**config.mk**
```make
export PLATFORM = sky130hd
export DESIGN_NAME = command_frame_parser_with_link_watchdog_top_flat
export DESIGN_NICKNAME = d
export VERILOG_FILES = /design/src/cfpw_pkg.sv /design/src/cfpw_if.sv /design/src/cfpw_in_reg.sv /design/src/cfpw_core.sv /design/src/cfpw_out_reg.sv /design/src/command_frame_parser_with_link_watchdog_top.sv /design/src/flat_wrapper.sv
export SDC_FILE = /design/constraint.sdc
export NUM_CORES = 1
export LEC_CHECK = 0
export BUFFER_PORTS_ARGS = -buffer_cell sky130_fd_sc_hd__buf_2
export CORE_MARGIN = 2
export CORE_UTILIZATION = 30
export DETAILED_ROUTE_END_ITERATION = 8
export HOLD_SLACK_MARGIN = 0.08
export PLACE_DENSITY = 0.52
export SLEW_MARGIN = 20
export SYNTH_ARGS = -nofsm -noshare
export SYNTH_HDL_FRONTEND = slang
export SYNTH_SLANG_ARGS = --single-unit
```
**constraint.sdc**
```tcl
create_clock -name clk -period 11.3 [get_ports clk]
set_input_delay 3.39 -clock clk [delete_from_list [all_inputs] [get_ports clk]]
set_output_delay 3.39 -clock clk [all_outputs]
set_load 0.005 [all_outputs]
```
**src/cfpw_pkg.sv**
```systemverilog
package cfpw_pkg;

  localparam int SYM_W   = 8;
  localparam int VAL_W   = 16;
  localparam int DRIVE_W = 13;
  localparam int CNT_W   = 3;
  localparam int NUM_PAT = 5;
  localparam int PAT_MAX = 8;

  localparam logic [SYM_W-1:0] SYM_A     = 8'h41;
  localparam logic [SYM_W-1:0] SYM_GT    = 8'h3E;
  localparam logic [SYM_W-1:0] SYM_COMMA = 8'h2C;
  localparam logic [SYM_W-1:0] SYM_ZERO  = 8'h30;
  localparam logic [SYM_W-1:0] SYM_NINE  = 8'h39;
  localparam logic [SYM_W-1:0] SYM_SPACE = 8'h20;
  localparam logic [SYM_W-1:0] SYM_TAB   = 8'h09;
  localparam logic [SYM_W-1:0] SYM_CR    = 8'h0D;

  localparam logic [VAL_W-1:0] VAL_MAX       = 16'hFFFF;
  localparam logic [VAL_W-1:0] TIMEOUT_RESET = 16'd1000;
  localparam logic [VAL_W-1:0] THRESH_RESET  = 16'd1000;

  // x/10 for any 16 bit x as (x * 52429) >> 19
  localparam logic [16:0] DIV10_MUL   = 17'd52429;
  localparam int          DIV10_SHIFT = 19;

  // register indexes of the configuration port
  localparam int          CFG_IDX_W     = 1;
  localparam logic [CFG_IDX_W-1:0] REG_TIMEOUT   = 1'b0;
  localparam logic [CFG_IDX_W-1:0] REG_THRESHOLD = 1'b1;

  // command patterns
  localparam int PAT_RS  = 0;
  localparam int PAT_WL1 = 1;
  localparam int PAT_WL0 = 2;
  localparam int PAT_WLQ = 3;
  localparam int PAT_AT  = 4;

  localparam logic [SYM_W-1:0] PAT_TEXT [NUM_PAT][PAT_MAX] = '{
    '{8'h41, 8'h54, 8'h52, 8'h53, 8'h00, 8'h00, 8'h00, 8'h00},
    '{8'h41, 8'h54, 8'h57, 8'h4C, 8'h3D, 8'h31, 8'h00, 8'h00},
    '{8'h41, 8'h54, 8'h57, 8'h4C, 8'h3D, 8'h30, 8'h00, 8'h00},
    '{8'h41, 8'h54, 8'h57, 8'h4C, 8'h3F, 8'h00, 8'h00, 8'h00},
    '{8'h41, 8'h54, 8'h00, 8'h00, 8'h00, 8'h00, 8'h00, 8'h00}
  };
  localparam logic [CNT_W-1:0] PAT_LEN [NUM_PAT] = '{3'd4, 3'd6, 3'd6, 3'd5, 3'd2};

  typedef enum logic [1:0] {
    KIND_NONE  = 2'd0,
    KIND_CMD   = 2'd1,
    KIND_DRIVE = 2'd2,
    KIND_DROP  = 2'd3
  } kind_t;

  typedef enum logic [1:0] {
    REPLY_NONE = 2'd0,
    REPLY_ZERO = 2'd1,
    REPLY_ONE  = 2'd2,
    REPLY_OK   = 2'd3
  } reply_t;

  typedef struct packed {
    logic             cmd;
    logic             source;
    logic [SYM_W-1:0] symbol;
    logic             frame_end;
  } item_t;

  typedef struct packed {
    logic [DRIVE_W-1:0] head_drive;
    logic [DRIVE_W-1:0] tail_drive;
    logic               drive_written;
    logic               reset_request;
    reply_t             reply;
    logic               wireless_mode;
    logic               link_alive;
  } result_t;

  // handshake status shared between the pipeline registers
  typedef struct packed {
    logic go;
    logic has_result;
  } stage_ctl_t;

  function automatic logic [DRIVE_W-1:0] div10(input logic [VAL_W-1:0] v);
    logic [33:0] p;
    p = 34'(v) * 34'(DIV10_MUL);
    return p[DIV10_SHIFT +: DRIVE_W];
  endfunction

endpackage

```
**src/cfpw_if.sv**
```systemverilog
interface cfpw_item_if;
  logic                          valid;
  logic                          ready;
  logic                          cmd;
  logic                          src;
  logic [cfpw_pkg::SYM_W-1:0]    symbol;
  logic                          frame_end;

  modport source (output valid, cmd, src, symbol, frame_end, input ready);
  modport sink (input valid, cmd, src, symbol, frame_end, output ready);
endinterface

interface cfpw_result_if;
  logic                          valid;
  logic                          ready;
  logic [cfpw_pkg::DRIVE_W-1:0]  head_drive;
  logic [cfpw_pkg::DRIVE_W-1:0]  tail_drive;
  logic                          drive_written;
  logic                          reset_request;
  logic [1:0]                    reply;
  logic                          wireless_mode;
  logic                          link_alive;

  modport source (output valid, head_drive, tail_drive, drive_written, reset_request,
                  reply, wireless_mode, link_alive, input ready);
  modport sink (input valid, head_drive, tail_drive, drive_written, reset_request,
                reply, wireless_mode, link_alive, output ready);
endinterface

interface cfpw_cfg_if;
  logic                            valid;
  logic                            ready;
  logic [cfpw_pkg::CFG_IDX_W-1:0]  index;
  logic [cfpw_pkg::VAL_W-1:0]      data;

  modport source (output valid, index, data, input ready);
  modport sink (input valid, index, data, output ready);
endinterface

```
**src/cfpw_in_reg.sv**
```systemverilog
module cfpw_in_reg (
  input  logic                clk,
  input  logic                rst_n,
  input  logic                in_valid,
  input  cfpw_pkg::item_t     in_item,
  output logic                in_ready,
  input  logic                out_free,
  output cfpw_pkg::stage_ctl_t ctl_pre,
  output logic                s1_valid,
  output cfpw_pkg::item_t     s1_item
);

  logic            valid_r;
  cfpw_pkg::item_t item_r;
  logic            go;

  // request in the input register is processed when the result slot can take it
  assign go       = valid_r && out_free;
  assign in_ready = !valid_r || go;

  always_ff @(posedge clk) begin
    if (!rst_n) begin
      valid_r <= 1'b0;
    end else if (in_ready) begin
      valid_r <= in_valid;
    end
  end

  always_ff @(posedge clk) begin
    if (in_valid && in_ready) begin
      item_r <= in_item;
    end
  end

  assign ctl_pre.go         = go;
  assign ctl_pre.has_result = 1'b0;
  assign s1_valid           = valid_r;
  assign s1_item            = item_r;

endmodule

```
**src/cfpw_core.sv**
```systemverilog
module cfpw_core (
  input  logic                         clk,
  input  logic                         rst_n,
  input  logic                         go,
  input  cfpw_pkg::item_t              item,
  input  logic [cfpw_pkg::VAL_W-1:0]   timeout_ms,
  input  logic [cfpw_pkg::VAL_W-1:0]   on_threshold,
  output cfpw_pkg::stage_ctl_t         ctl,
  output cfpw_pkg::result_t            res
);

  cfpw_pkg::kind_t                  kind_r, kind_nxt, cur_kind;
  logic                             mode_r, mode_nxt;
  logic                             alive_r, alive_nxt;
  logic [cfpw_pkg::VAL_W-1:0]       tick_r, tick_nxt;
  logic                             link_r, link_nxt;
  logic [cfpw_pkg::CNT_W-1:0]       cc_r, cc_nxt;
  logic [cfpw_pkg::NUM_PAT-1:0]     hits_r, hits_nxt;
  logic [1:0]                       fi_r, fi_nxt;
  logic                             dc_r, dc_nxt;
  logic [cfpw_pkg::VAL_W-1:0]       hv_r, hv_nxt;
  logic [cfpw_pkg::VAL_W-1:0]       tv_r, tv_nxt;
  logic [cfpw_pkg::DRIVE_W-1:0]     hd_r, hd_nxt;
  logic [cfpw_pkg::DRIVE_W-1:0]     td_r, td_nxt;
  logic                             kind_open;
  logic                             has_result;
  logic                             written;
  logic                             rst_req;
  cfpw_pkg::reply_t                 reply;

  // a character on the other link abandons the open frame
  assign kind_open = (kind_r != cfpw_pkg::KIND_NONE) && (item.source == link_r);

  always_comb begin
    cur_kind = kind_r;
    if (!kind_open) begin
      case (item.symbol)
        cfpw_pkg::SYM_A:  cur_kind = cfpw_pkg::KIND_CMD;
        cfpw_pkg::SYM_GT: cur_kind = cfpw_pkg::KIND_DRIVE;
        default:          cur_kind = cfpw_pkg::KIND_DROP;
      endcase
    end
    if (item.cmd) begin
      kind_nxt = kind_r;
    end else if (item.frame_end) begin
      kind_nxt = cfpw_pkg::KIND_NONE;
    end else begin
      kind_nxt = cur_kind;
    end
  end

  always_comb begin
    logic [cfpw_pkg::VAL_W:0]   tick_inc;
    logic [19:0]                acc;
    logic [cfpw_pkg::VAL_W-1:0] fval;
    logic [3:0]                 dig;
    logic [cfpw_pkg::VAL_W-1:0] fsat;
    logic [cfpw_pkg::NUM_PAT-1:0] hit;

    mode_nxt   = mode_r;
    alive_nxt  = alive_r;
    tick_nxt   = tick_r;
    link_nxt   = link_r;
    cc_nxt     = cc_r;
    hits_nxt   = hits_r;
    fi_nxt     = fi_r;
    dc_nxt     = dc_r;
    hv_nxt     = hv_r;
    tv_nxt     = tv_r;
    hd_nxt     = hd_r;
    td_nxt     = td_r;
    has_result = 1'b0;
    written    = 1'b0;
    rst_req    = 1'b0;
    reply      = cfpw_pkg::REPLY_NONE;
    tick_inc   = 17'(tick_r) + 17'd1;
    dig        = 4'(item.symbol - cfpw_pkg::SYM_ZERO);
    fval       = '0;
    acc        = '0;
    fsat       = '0;
    hit        = '0;

    if (item.cmd) begin
      if (tick_inc >= 17'(timeout_ms)) begin
        tick_nxt   = '0;
        alive_nxt  = 1'b0;
        hd_nxt     = '0;
        td_nxt     = '0;
        written    = 1'b1;
        has_result = 1'b1;
      end else begin
        tick_nxt = tick_inc[cfpw_pkg::VAL_W-1:0];
      end
    end else begin
      if (!kind_open) begin
        link_nxt = item.source;
        cc_nxt   = '0;
        hits_nxt = '1;
        fi_nxt   = '0;
        dc_nxt   = 1'b0;
        hv_nxt   = '0;
        tv_nxt   = '0;
      end

      if (cur_kind == cfpw_pkg::KIND_CMD) begin
        for (int k = 0; k < cfpw_pkg::NUM_PAT; k++) begin
          if (cc_nxt >= cfpw_pkg::PAT_LEN[k] ||
              cfpw_pkg::PAT_TEXT[k][cc_nxt] != item.symbol) begin
            hits_nxt[k] = 1'b0;
          end
        end
        if (cc_nxt != '1) begin
          cc_nxt = cc_nxt + 3'd1;
        end
      end else if (kind_open && kind_r == cfpw_pkg::KIND_DRIVE && fi_nxt < 2'd2) begin
        if (item.symbol == cfpw_pkg::SYM_COMMA) begin
          // empty fields between commas are skipped
          if (cc_nxt[0]) begin
            fi_nxt = fi_nxt + 2'd1;
            cc_nxt = '0;
            dc_nxt = 1'b0;
          end
        end else begin
          cc_nxt[0] = 1'b1;
          if (!dc_nxt && !(!cc_nxt[1] && (item.symbol == cfpw_pkg::SYM_SPACE ||
              item.symbol inside {[cfpw_pkg::SYM_TAB:cfpw_pkg::SYM_CR]}))) begin
            cc_nxt[1] = 1'b1;
            fval = (fi_nxt == 2'd0) ? hv_nxt : tv_nxt;
            if (item.symbol >= cfpw_pkg::SYM_ZERO && item.symbol <= cfpw_pkg::SYM_NINE) begin
              acc  = 20'({fval, 3'b000}) + 20'({fval, 1'b0}) + 20'(dig);
              fsat = (acc > 20'(cfpw_pkg::VAL_MAX)) ? cfpw_pkg::VAL_MAX
                                                    : acc[cfpw_pkg::VAL_W-1:0];
              if (fi_nxt == 2'd0) begin
                hv_nxt = fsat;
              end else begin
                tv_nxt = fsat;
              end
            end else begin
              dc_nxt = 1'b1;
            end
          end
        end
      end

      if (item.frame_end) begin
        has_result = 1'b1;
        if (cur_kind == cfpw_pkg::KIND_CMD) begin
          for (int k = 0; k < cfpw_pkg::NUM_PAT; k++) begin
            hit[k] = hits_nxt[k] && (cc_nxt == cfpw_pkg::PAT_LEN[k]);
          end
          if (hit[cfpw_pkg::PAT_RS]) begin
            rst_req = 1'b1;
          end else if (hit[cfpw_pkg::PAT_WL1] || hit[cfpw_pkg::PAT_WL0]) begin
            mode_nxt = hit[cfpw_pkg::PAT_WL1];
            hd_nxt   = '0;
            td_nxt   = '0;
            written  = 1'b1;
          end else if (hit[cfpw_pkg::PAT_WLQ]) begin
            reply = mode_r ? cfpw_pkg::REPLY_ONE : cfpw_pkg::REPLY_ZERO;
          end else if (hit[cfpw_pkg::PAT_AT]) begin
            reply = cfpw_pkg::REPLY_OK;
          end
          tick_nxt  = '0;
          alive_nxt = 1'b1;
        end else if (cur_kind == cfpw_pkg::KIND_DRIVE && (link_nxt ^ mode_r)) begin
          hd_nxt    = (hv_nxt >= on_threshold) ? cfpw_pkg::div10(hv_nxt) : '0;
          td_nxt    = (tv_nxt >= on_threshold) ? cfpw_pkg::div10(tv_nxt) : '0;
          written   = 1'b1;
          tick_nxt  = '0;
          alive_nxt = 1'b1;
        end
      end
    end
  end

  always_ff @(posedge clk) begin
    if (!rst_n) begin
      kind_r  <= cfpw_pkg::KIND_NONE;
      mode_r  <= 1'b0;
      alive_r <= 1'b0;
      tick_r  <= '0;
      link_r  <= 1'b0;
      cc_r    <= '0;
      hits_r  <= '1;
      fi_r    <= '0;
      dc_r    <= 1'b0;
      hv_r    <= '0;
      tv_r    <= '0;
      hd_r    <= '0;
      td_r    <= '0;
    end else if (go) begin
      kind_r  <= kind_nxt;
      mode_r  <= mode_nxt;
      alive_r <= alive_nxt;
      tick_r  <= tick_nxt;
      link_r  <= link_nxt;
      cc_r    <= cc_nxt;
      hits_r  <= hits_nxt;
      fi_r    <= fi_nxt;
      dc_r    <= dc_nxt;
      hv_r    <= hv_nxt;
      tv_r    <= tv_nxt;
      hd_r    <= hd_nxt;
      td_r    <= td_nxt;
    end
  end

  assign ctl.go             = go;
  assign ctl.has_result     = has_result;
  assign res.head_drive     = hd_nxt;
  assign res.tail_drive     = td_nxt;
  assign res.drive_written  = written;
  assign res.reset_request  = rst_req;
  assign res.reply          = reply;
  assign res.wireless_mode  = mode_nxt;
  assign res.link_alive     = alive_nxt;

endmodule

```
**src/cfpw_out_reg.sv**
```systemverilog
module cfpw_out_reg (
  input  logic                 clk,
  input  logic                 rst_n,
  input  cfpw_pkg::stage_ctl_t ctl,
  input  cfpw_pkg::result_t    res,
  input  logic                 out_ready,
  output logic                 out_free,
  output logic                 out_valid,
  output cfpw_pkg::result_t    out_res
);

  logic              valid_r;
  cfpw_pkg::result_t res_r;

  assign out_free = !valid_r || out_ready;

  always_ff @(posedge clk) begin
    if (!rst_n) begin
      valid_r <= 1'b0;
    end else if (out_free) begin
      valid_r <= ctl.go && ctl.has_result;
    end
  end

  always_ff @(posedge clk) begin
    if (ctl.go && ctl.has_result) begin
      res_r <= res;
    end
  end

  assign out_valid = valid_r;
  assign out_res   = res_r;

endmodule

```
**src/command_frame_parser_with_link_watchdog_top.sv**
```systemverilog
// a request's result is registered in the output register once the core takes it from the input register
// throughput: one request per cycle unless a waiting result holds the core; ticks and characters share one channel
// a result waiting on out_ch.ready holds the core; the input register then takes
// at most one more request before in_ch.ready drops
// reset (synchronous, rst_n low): wired link selected, drives zero, link dead,
// no frame open, timeout_ms and on_threshold back to 1000
module command_frame_parser_with_link_watchdog_top (
  input  logic            clk,
  input  logic            rst_n,
  cfpw_item_if.sink       in_ch,
  cfpw_result_if.source   out_ch,
  cfpw_cfg_if.sink        cfg_ch
);

  logic [cfpw_pkg::VAL_W-1:0] timeout_r;
  logic [cfpw_pkg::VAL_W-1:0] thresh_r;
  cfpw_pkg::item_t            in_item;
  cfpw_pkg::item_t            s1_item;
  logic                       s1_valid;
  logic                       out_free;
  cfpw_pkg::stage_ctl_t       ctl_pre;
  cfpw_pkg::stage_ctl_t       ctl;
  cfpw_pkg::result_t          res;
  cfpw_pkg::result_t          out_res;

  assign cfg_ch.ready = 1'b1;

  always_ff @(posedge clk) begin
    if (!rst_n) begin
      timeout_r <= cfpw_pkg::TIMEOUT_RESET;
      thresh_r  <= cfpw_pkg::THRESH_RESET;
    end else if (cfg_ch.valid) begin
      case (cfg_ch.index)
        cfpw_pkg::REG_TIMEOUT:   timeout_r <= cfg_ch.data;
        cfpw_pkg::REG_THRESHOLD: thresh_r  <= cfg_ch.data;
        default: ;
      endcase
    end
  end

  assign in_item.cmd       = in_ch.cmd;
  assign in_item.source    = in_ch.src;
  assign in_item.symbol    = in_ch.symbol;
  assign in_item.frame_end = in_ch.frame_end;

  cfpw_in_reg u_in_reg (
    .clk      (clk),
    .rst_n    (rst_n),
    .in_valid (in_ch.valid),
    .in_item  (in_item),
    .in_ready (in_ch.ready),
    .out_free (out_free),
    .ctl_pre  (ctl_pre),
    .s1_valid (s1_valid),
    .s1_item  (s1_item)
  );

  cfpw_core u_core (
    .clk          (clk),
    .rst_n        (rst_n),
    .go           (ctl_pre.go),
    .item         (s1_item),
    .timeout_ms   (timeout_r),
    .on_threshold (thresh_r),
    .ctl          (ctl),
    .res          (res)
  );

  cfpw_out_reg u_out_reg (
    .clk       (clk),
    .rst_n     (rst_n),
    .ctl       (ctl),
    .res       (res),
    .out_ready (out_ch.ready),
    .out_free  (out_free),
    .out_valid (out_ch.valid),
    .out_res   (out_res)
  );

  assign out_ch.head_drive    = out_res.head_drive;
  assign out_ch.tail_drive    = out_res.tail_drive;
  assign out_ch.drive_written = out_res.drive_written;
  assign out_ch.reset_request = out_res.reset_request;
  assign out_ch.reply         = out_res.reply;
  assign out_ch.wireless_mode = out_res.wireless_mode;
  assign out_ch.link_alive    = out_res.link_alive;

`ifndef NO_ASSERTIONS
  a_stall_only_when_full: assert property (@(posedge clk) disable iff (!rst_n)
    !in_ch.ready |-> s1_valid && out_ch.valid && !out_ch.ready)
    else $error("input stalled while the pipeline has room");

  a_drive_range: assert property (@(posedge clk) disable iff (!rst_n)
    out_ch.valid |-> out_ch.head_drive <= 13'd6553 && out_ch.tail_drive <= 13'd6553)
    else $error("drive above value/10 range");

  a_reset_req_alone: assert property (@(posedge clk) disable iff (!rst_n)
    out_ch.valid && out_ch.reset_request |->
      !out_ch.drive_written && out_ch.reply == cfpw_pkg::REPLY_NONE)
    else $error("reset request combined with another action");

  a_dead_link_zero: assert property (@(posedge clk) disable iff (!rst_n)
    out_ch.valid && out_ch.drive_written && !out_ch.link_alive |->
      out_ch.head_drive == '0 && out_ch.tail_drive == '0)
    else $error("drives written nonzero on a dead link");
`endif

endmodule

```
**src/flat_wrapper.sv**
```systemverilog
// flat-port wrapper written by rule: the top's interface ports become plain ports
module command_frame_parser_with_link_watchdog_top_flat 
  (clk, rst_n, in_ch_valid, in_ch_cmd, in_ch_src, in_ch_symbol, in_ch_frame_end, in_ch_ready, out_ch_valid, out_ch_head_drive, out_ch_tail_drive, out_ch_drive_written, out_ch_reset_request, out_ch_reply, out_ch_wireless_mode, out_ch_link_alive, out_ch_ready, cfg_ch_valid, cfg_ch_index, cfg_ch_data, cfg_ch_ready);
  cfpw_item_if in_ch_i ();
  cfpw_result_if out_ch_i ();
  cfpw_cfg_if cfg_ch_i ();
  input  logic clk;
  input  logic rst_n;
  input wire logic [$bits(in_ch_i.valid)-1:0] in_ch_valid;
  input wire logic [$bits(in_ch_i.cmd)-1:0] in_ch_cmd;
  input wire logic [$bits(in_ch_i.src)-1:0] in_ch_src;
  input wire logic [$bits(in_ch_i.symbol)-1:0] in_ch_symbol;
  input wire logic [$bits(in_ch_i.frame_end)-1:0] in_ch_frame_end;
  output wire logic [$bits(in_ch_i.ready)-1:0] in_ch_ready;
  output wire logic [$bits(out_ch_i.valid)-1:0] out_ch_valid;
  output wire logic [$bits(out_ch_i.head_drive)-1:0] out_ch_head_drive;
  output wire logic [$bits(out_ch_i.tail_drive)-1:0] out_ch_tail_drive;
  output wire logic [$bits(out_ch_i.drive_written)-1:0] out_ch_drive_written;
  output wire logic [$bits(out_ch_i.reset_request)-1:0] out_ch_reset_request;
  output wire logic [$bits(out_ch_i.reply)-1:0] out_ch_reply;
  output wire logic [$bits(out_ch_i.wireless_mode)-1:0] out_ch_wireless_mode;
  output wire logic [$bits(out_ch_i.link_alive)-1:0] out_ch_link_alive;
  input wire logic [$bits(out_ch_i.ready)-1:0] out_ch_ready;
  input wire logic [$bits(cfg_ch_i.valid)-1:0] cfg_ch_valid;
  input wire logic [$bits(cfg_ch_i.index)-1:0] cfg_ch_index;
  input wire logic [$bits(cfg_ch_i.data)-1:0] cfg_ch_data;
  output wire logic [$bits(cfg_ch_i.ready)-1:0] cfg_ch_ready;
  assign in_ch_i.valid = in_ch_valid;
  assign in_ch_i.cmd = in_ch_cmd;
  assign in_ch_i.src = in_ch_src;
  assign in_ch_i.symbol = in_ch_symbol;
  assign in_ch_i.frame_end = in_ch_frame_end;
  assign in_ch_ready = in_ch_i.ready;
  assign out_ch_valid = out_ch_i.valid;
  assign out_ch_head_drive = out_ch_i.head_drive;
  assign out_ch_tail_drive = out_ch_i.tail_drive;
  assign out_ch_drive_written = out_ch_i.drive_written;
  assign out_ch_reset_request = out_ch_i.reset_request;
  assign out_ch_reply = out_ch_i.reply;
  assign out_ch_wireless_mode = out_ch_i.wireless_mode;
  assign out_ch_link_alive = out_ch_i.link_alive;
  assign out_ch_i.ready = out_ch_ready;
  assign cfg_ch_i.valid = cfg_ch_valid;
  assign cfg_ch_i.index = cfg_ch_index;
  assign cfg_ch_i.data = cfg_ch_data;
  assign cfg_ch_ready = cfg_ch_i.ready;
  command_frame_parser_with_link_watchdog_top u_core (.clk(clk), .rst_n(rst_n), .in_ch(in_ch_i), .out_ch(out_ch_i), .cfg_ch(cfg_ch_i));
endmodule
```
; Word-level counts from Yosys, hierarchy flattened
; Memory sizes are Yosys's and may differ from the RTL's.
; Index checks and enable logic that the tools add are counted.
[totals]
mem_bits_rw = 0
mem_bits_ro = 320
register_bits = 167
latch_bits = 0
wordCells = 230
memories = 5
[classes]
div = 0
eq_ne = 18
reduce_logical = 40
addsub = 6
n_bitwise = 6
multipliers = 2
n_lt_le_gt_ge = 14
mux = 111
n_shift = 0
[memory_table]
columns = name, words, width, read_ports, rd_clocked_by_memory_dff, wr, line
row1 = (no name shown), 8, 8, 1, 0, 0, cfpw_core.sv:108  ; cfpw_pkg::PAT_TEXT[k][cc_nxt] != item.symbol) begin
row2 = (no name shown), 8, 8, 1, 0, 0, cfpw_core.sv:108
row3 = (no name shown), 8, 8, 1, 0, 0, cfpw_core.sv:108
row4 = (no name shown), 8, 8, 1, 0, 0, cfpw_core.sv:108
row5 = (no name shown), 8, 8, 1, 0, 0, cfpw_core.sv:108
[ops]
columns = op, count
row1 = $mux 16, 25
row2 = $mux 13, 16
row3 = $mux 8, 10
row4 = $mul 16x16->32 const B, 2
row5 = $ne 8x8->1, 5
row6 = $mux 1, 37
row7 = $ge 16x16->1, 2
row8 = $eq 8x6->1 const B, 3
row9 = $mux 2, 12
row10 = $mux 3, 7
row11 = $add 19x17->20, 1
row12 = $add 20x4->20, 1
row13 = $gt 20x16->1 const B, 1
row14 = $add 16x1->17 const B, 1
row15 = $ge 17x16->1, 1
row16 = $logic_and 1x1->1, 16
row17 = $mux 5, 3
row18 = $eq 3x3->1 const B, 3
row19 = $ge 3x3->1 const B, 3
row20 = $logic_or 1x1->1, 9
row21 = $eq 8x7->1 const B, 1
row22 = $ge 8x4->1 const B, 1
row23 = $ge 8x6->1 const B, 1
row24 = $le 8x4->1 const B, 1
row25 = other kinds (24), 35

; Depth between registers and ports, before layout
[depth]
depth_word = 23
ltp_mapped = 46

; By module
; From an unflattened synthesis, not the netlist that was laid out.
[unflattened]
cells_unflattened = 2233
area_unflattened_um2 = 19815.3
[by_module_without_submodules]
columns = mod, instances, area_each_um2, cells_per_inst
row1 = cfpw_core, 1, 17135.2, 2043
row2 = command_frame_parser_with_link_watchdog_top, 1, 1252.5, 133
row3 = cfpw_out_reg, 1, 1013.5, 37
row4 = cfpw_in_reg, 1, 414.1, 20

; Worst setup path after synthesis
; OpenSTA, ideal clock, no wires.
[synth_timing]
path_kind = register -> register
startpoint = reg u_core.u_in_reg.item_r (netlist bit u_core.u_in_reg.s1_item[9])
endpoint = reg u_core.u_out_reg.res_r (netlist bit u_core.u_out_reg.out_res[16]), data pin
t_required_ps = 11044
slack_ps = 218
path_stages_with_launch = 43
setup_ps = 256
path_buffers = 5
t_arrival_ps = 10826
cell_sequence = edfxtp_1 -> xor2_1 -> nor2_1 -> clkbuf_1 -> clkbuf_1 -> nand2_1 -> ha_1 -> clkbuf_1 -> clkbuf_1 -> mux2i_1 -> nor2_1 -> fa_1 -> fa_1 -> a211oi_1 -> o21ai_0 -> a21boi_1 -> o31ai_1 -> xnor2_1 -> (+7 left out) -> inv_1 -> fa_1 -> inv_1 -> fa_1 -> fa_1 -> fa_1 -> inv_1 -> fa_1 -> inv_1 -> ha_1 -> nand4_1 -> nor4_1 -> a311oi_1 -> a41oi_2 -> o21ai_2 -> o31ai_2 -> xnor2_1 -> a22o_1
[synth_rtl]
columns = element, line
row1 = from (decl), cfpw_in_reg.sv:14  ; cfpw_pkg::item_t item_r;
row2 = from (signal assigned), cfpw_in_reg.sv:31  ; item_r <= in_item;
row3 = to (signal assigned), cfpw_out_reg.sv:27  ; res_r <= res;
row4 = to (decl), cfpw_out_reg.sv:13  ; cfpw_pkg::result_t res_r;

==> impl.org <==
** Status
- The run finished with clean final reports.

** Layout
- After filler insertion, the fill cell instance count of the layout stands at 6,676.
- Net count, final :: 2,833
- Synthesis-to-finish area growth :: 10.7%
- Proportion of layout cells with a drive suffix above 1 :: 7.96%

** Synth
- Measured against the total synthesized area, the mux share comes to 1.08%.
- In this run the cell area of the synthesized design comes to 0.0196 mm².
- Syn nets :: 2,778
- After synthesis, flip-flops and latches occupy 19.2% of the total area.
- Dominant combinational cell family by area after synthesis :: adder cells
- Synthesis handed over a netlist of 2,244 instances.
- The synthesized netlist devotes 12.8% of its cell area to simple gates.
- Number of enable-type register cells in the synthesized netlist :: 43
- The synthesized netlist devotes 38.0% of its cell area to adder and majority cells.
- Top post-synthesis cells by area :: sky130_fd_sc_hd__ha_1 (22%), sky130_fd_sc_hd__fa_1 (16%), sky130_fd_sc_hd__dfxtp_1 (13%), sky130_fd_sc_hd__inv_1 (7.8%), sky130_fd_sc_hd__edfxtp_1 (6.6%)
- Primary flip-flop cell chosen by synthesis mapping :: sky130_fd_sc_hd__dfxtp_1
- Share of the synthesized area in compound gates (AO/OA/AOI/OAI) :: 16.0%
- Top-area cell type share of the netlist area :: 21.7%
- Fraction of registers with async set or reset after synthesis :: 0%
- The synthesized design spends more area on one cell type than any other, namely sky130_fd_sc_hd__ha_1.
- Average footprint of a synthesized cell :: 8.76 µm²
- Flip-flop and latch count after synthesis :: 167
- Count of cell types in the netlist :: 90
- The synthesized netlist devotes 3.47% of its cell area to XOR and XNOR gates.
- Yosys synthesis warning count :: 0

** Setup path
- RR Endpoint :: u_core.u_out_reg.out_res[7]$_DFFE_PP_
- CP Data Required Time :: 11,600 ps
- Crit. End Element :: flop
- Total number of cells along the worst setup path :: 38
- Critical Path Source :: u_core.u_in_reg.s1_item[9]$_DFFE_PP_
- Crit start category :: flop
- Launch instance of the worst register-to-register path :: u_core.u_in_reg.s1_item[9]$_DFFE_PP_
- Reg2Reg Depth :: 38
- CP Data Arrival Time :: 10,970 ps
- Reg-to-reg slack, setup :: 630 ps
- Endpoint of the most critical setup path :: u_core.u_out_reg.out_res[7]$_DFFE_PP_
- Worst stage delay on the critical path :: 790 ps
- Most frequent cell on the critical path :: sky130_fd_sc_hd__fa_1
- Max Fanout on Critical Path :: 23
- The number of buffers and inverters on the critical path is 6.
- Worst path top cell family by delay :: adder cells
- The critical path is of the flop to flop type.
- The largest individual stage delay along the critical path comes from the cell sky130_fd_sc_hd__o21ai_0.

** Clocking
- Hold_buf cts :: 0
- CTS saw 167 sinks.
- Clock Latency Late Sink :: 470 ps
- Root Driver :: sky130_fd_sc_hd__clkbuf_16
- Number of buffers inserted during clock tree synthesis :: 17
- Clock-pin slew was measured on the worst setup and hold paths at 70 ps.
- CTS tree :: built
- CTS built an H-tree with a depth of 4.
- Number of buffers between clock root and the deepest sink :: 2

** STA
- Number of hold violations in the final report :: 0
- Fin Setup TNS :: 0 ps
- Setup violations remaining at the end of the flow were counted as 0.
- Relative max-transition margin :: 22.6%
- At the pin with the least slew margin, the transition time is 1160 ps.
- Dividing the final minimum period by the clock period gives 94.4%.
- Setup repair after global routing left no endpoint under its margin.
- Clock skew on the completed layout was measured at 15.2 ps.
- The count of pins over their slew limit is 0.
- Timing would allow up to 93.7 MHz.
- Final critical delay including setup and external delays :: 10,670 ps

** Power and ir drop
- Sum of internal, switching and leakage power :: 1.43 mW
- Static Leakage :: 11.2 nW
- For this design the ratio of total power to cell area is 65.9 mW/mm².
- Peak supply drop :: 104 µV

** GRT
- Number of global-route vias before repair :: 16,300
- Initial antenna violation count :: 3
- Pin count of the biggest net entering global routing :: 69
- The total overflow left after global routing is 0.
- First-pass GRT wire length :: 90.1 mm
- Across every metal layer, demand over resource in global routing totals 17.1%.

** Die
- I/O pin count :: 68
- The floorplan step set the die height to 260 µm.
- The floorplan step defined a die boundary enclosing 0.0676 mm².
- Std-Cell Core Area :: 0.0646 mm²
- Initial Util :: 30.4%
- Width of the die :: 260 µm
- Number of rows created at floorplan :: 93

** Detailed routing
- For this block, the routed nets add up to 56.7 mm of wire.
- Initial DRC count :: 1,059
- Drt pass-1 iters :: 5
- Using the TritonRoute via totals, the vias-per-cell ratio works out to 5.04.
- Average wire length per cell after detail routing :: 17.9 µm
- The final route contains 16,000 vias.
- Post-detailed-route DRC marker count :: 0
- Detail Route Antenna Nets :: 0

** Job
- Max-Cap Viols :: 0

** Min path
- HP Class :: flop to flop

** Placed design
- The congestion estimate from routability-driven global placement came to 0.925.
- Input and output buffers added on the ports amount to 66.
- Total half-perimeter wirelength after legalization and detailed placement :: 47.3 mm
## repair_timing
item,4_1_cts,5_1_grt
buffers inserted,0,1
resized for setup,0,7
endpoints found under the setup margin,0,36
## how the worst min path moves through the flow
stage,from,end,slack [ps],depth (start not counted)
floorplan,u_core.u_core.hd_r[1]$_SDFFE_PN0P_,u_core.u_core.hd_r[1]$_SDFFE_PN0P_,420,2
global placement,u_core.u_core.hd_r[3]$_SDFFE_PN0P_,u_core.u_core.hd_r[3]$_SDFFE_PN0P_,440,2
detailed placement,u_core.u_core.hd_r[7]$_SDFFE_PN0P_,u_core.u_core.hd_r[7]$_SDFFE_PN0P_,440,2
CTS,u_core.timeout_r[13]$_SDFFE_PN0P_,u_core.timeout_r[13]$_SDFFE_PN0P_,460,2
global route,u_core.thresh_r[15]$_SDFFE_PN0P_,u_core.thresh_r[15]$_SDFFE_PN0P_,490,2
finish,u_core.timeout_r[13]$_SDFFE_PN0P_,u_core.timeout_r[13]$_SDFFE_PN0P_,460,2
## worst register-to-register path, delay by kind of cell, from the launching register on
| family | cells | cell delay (ps) |
|---|---|---|
| buf+inv | 6 | 630 |
| fa+ha+maj | 10 | 4320 |
| xor+xnor | 2 | 350 |
| compound gates | 13 | 3520 |
| flops | 1 | 500 |
| mux | 2 | 510 |
| simple gates | 5 | 640 |
## synthesized netlist by cell type (all sizes together) (14+ instances only)
| cell | number |
|---|---|
| a211oi | 22 |
| a21o | 44 |
| a21oi | 107 |
| a22o | 31 |
| a31oi | 17 |
| buf | 26 |
| clkbuf | 47 |
| dfxtp | 124 |
| edfxtp | 43 |
| fa | 160 |
| ha | 341 |
| inv | 407 |
| mux2i | 20 |
| nand2 | 162 |
| nand3 | 44 |
| nand4 | 31 |
| nor2 | 175 |
| nor2b | 15 |
| nor3 | 37 |
| o211ai | 26 |
| o21a | 14 |
| o21ai | 89 |
| or3 | 14 |
| xnor2 | 43 |
| xor2 | 34 |
## report_power, final
| part | switching [mW] | internal (mW) | leakage (nW) |
|---|---|---|---|
| registers | 0.0157 | 0.630 | 1.38 |
| clock network | 0.285 | 0.346 | 0.304 |
| logic | 0.101 | 0.0542 | 9.55 |
## placed cells by master (no fill, tap or decap), types with 22 or more instances in the layout
cell type / synthesis / layout
sky130_fd_sc_hd__buf_2: 12 / 66
sky130_fd_sc_hd__dfxtp_1: 124 / 124
sky130_fd_sc_hd__edfxtp_1: 43 / 43
sky130_fd_sc_hd__a21oi_1: 105 / 104
sky130_fd_sc_hd__nand2_1: 161 / 161
sky130_fd_sc_hd__buf_4: 2 / 42
sky130_fd_sc_hd__xor2_1: 34 / 33
sky130_fd_sc_hd__nor3_1: 37 / 37
sky130_fd_sc_hd__inv_1: 407 / 406
sky130_fd_sc_hd__ha_1: 341 / 341
sky130_fd_sc_hd__nor2_1: 175 / 173
sky130_fd_sc_hd__xnor2_1: 42 / 42
sky130_fd_sc_hd__a211oi_1: 22 / 22
sky130_fd_sc_hd__a22o_1: 31 / 31
sky130_fd_sc_hd__nand4_1: 30 / 30
sky130_fd_sc_hd__nand3_1: 43 / 43
sky130_fd_sc_hd__fa_1: 160 / 160
sky130_fd_sc_hd__o21ai_0: 87 / 86
sky130_fd_sc_hd__a21o_1: 44 / 44
sky130_fd_sc_hd__o211ai_1: 26 / 26
## sequential cells by signal, summed over array words and instances, names as in the netlist, 2 cells and up, named ones only
name                      cells
u_core.u_core.fi_r            2
u_core.u_core.cc_r            3
u_core.u_in_reg.s1_item      11
u_core.thresh_r              16
u_core.u_core.tv_r           16
u_core.u_core.tick_r         16
u_core.u_out_reg.out_res     32
u_core.timeout_r             16
u_core.u_core.td_r           13
u_core.u_core.hits_r          5
u_core.u_core.hv_r           16
u_core.u_core.kind_r          2
u_core.u_core.hd_r           13
## layer usage
layer	up-vias	global-route usage (%)	routed length, µm
met4	4	5.78	1480
met5	-	0	18
met2	345	29.0	27400
met3	75	2.34	2450
li1	7743	-	-
met1	7799	22.3	25300
## metrics by stage
| stage | hold WS [ps] | utilization [%] | std cells | cell area [µm²] | setup slack (ps) |
|---|---|---|---|---|---|
| 2_1_floorplan | 424 | - | 2244 | 19600 | 218 |
| 3_3_place_gp | 437 | 32.6 | 3134 | 21100 | 367 |
| 3_5_place_dp | 443 | 32.6 | 3134 | 21100 | 448 |
| 4_1_cts | 459 | 33.6 | 3166 | 21700 | 364 |
| 5_1_grt | 485 | 33.7 | 3168 | 21700 | 27.6 |
| 6_report | 455 | 33.7 | 3168 | 21700 | 628 |
## kinds of logic after synthesis
family	after synthesis
compound gates	456
xor+xnor	77
fa+ha+maj	501
buf+inv	480
flops	167
mux	21
other cells	1
simple gates	541
## final cells by class
cell class	count	area, µm²	share of cell area [%]
multi-input combinational	1597	14100	64.8
sequential	167	3770	17.4
inverter	407	1530	7.03
tap	855	1070	4.92
timing repair buffer	109	657	3.02
clock buffer	20	457	2.10
clock inverter	12	160	0.737
antenna	1	2.50	0.0115
Note: power is estimated with default switching activity, not from simulation.
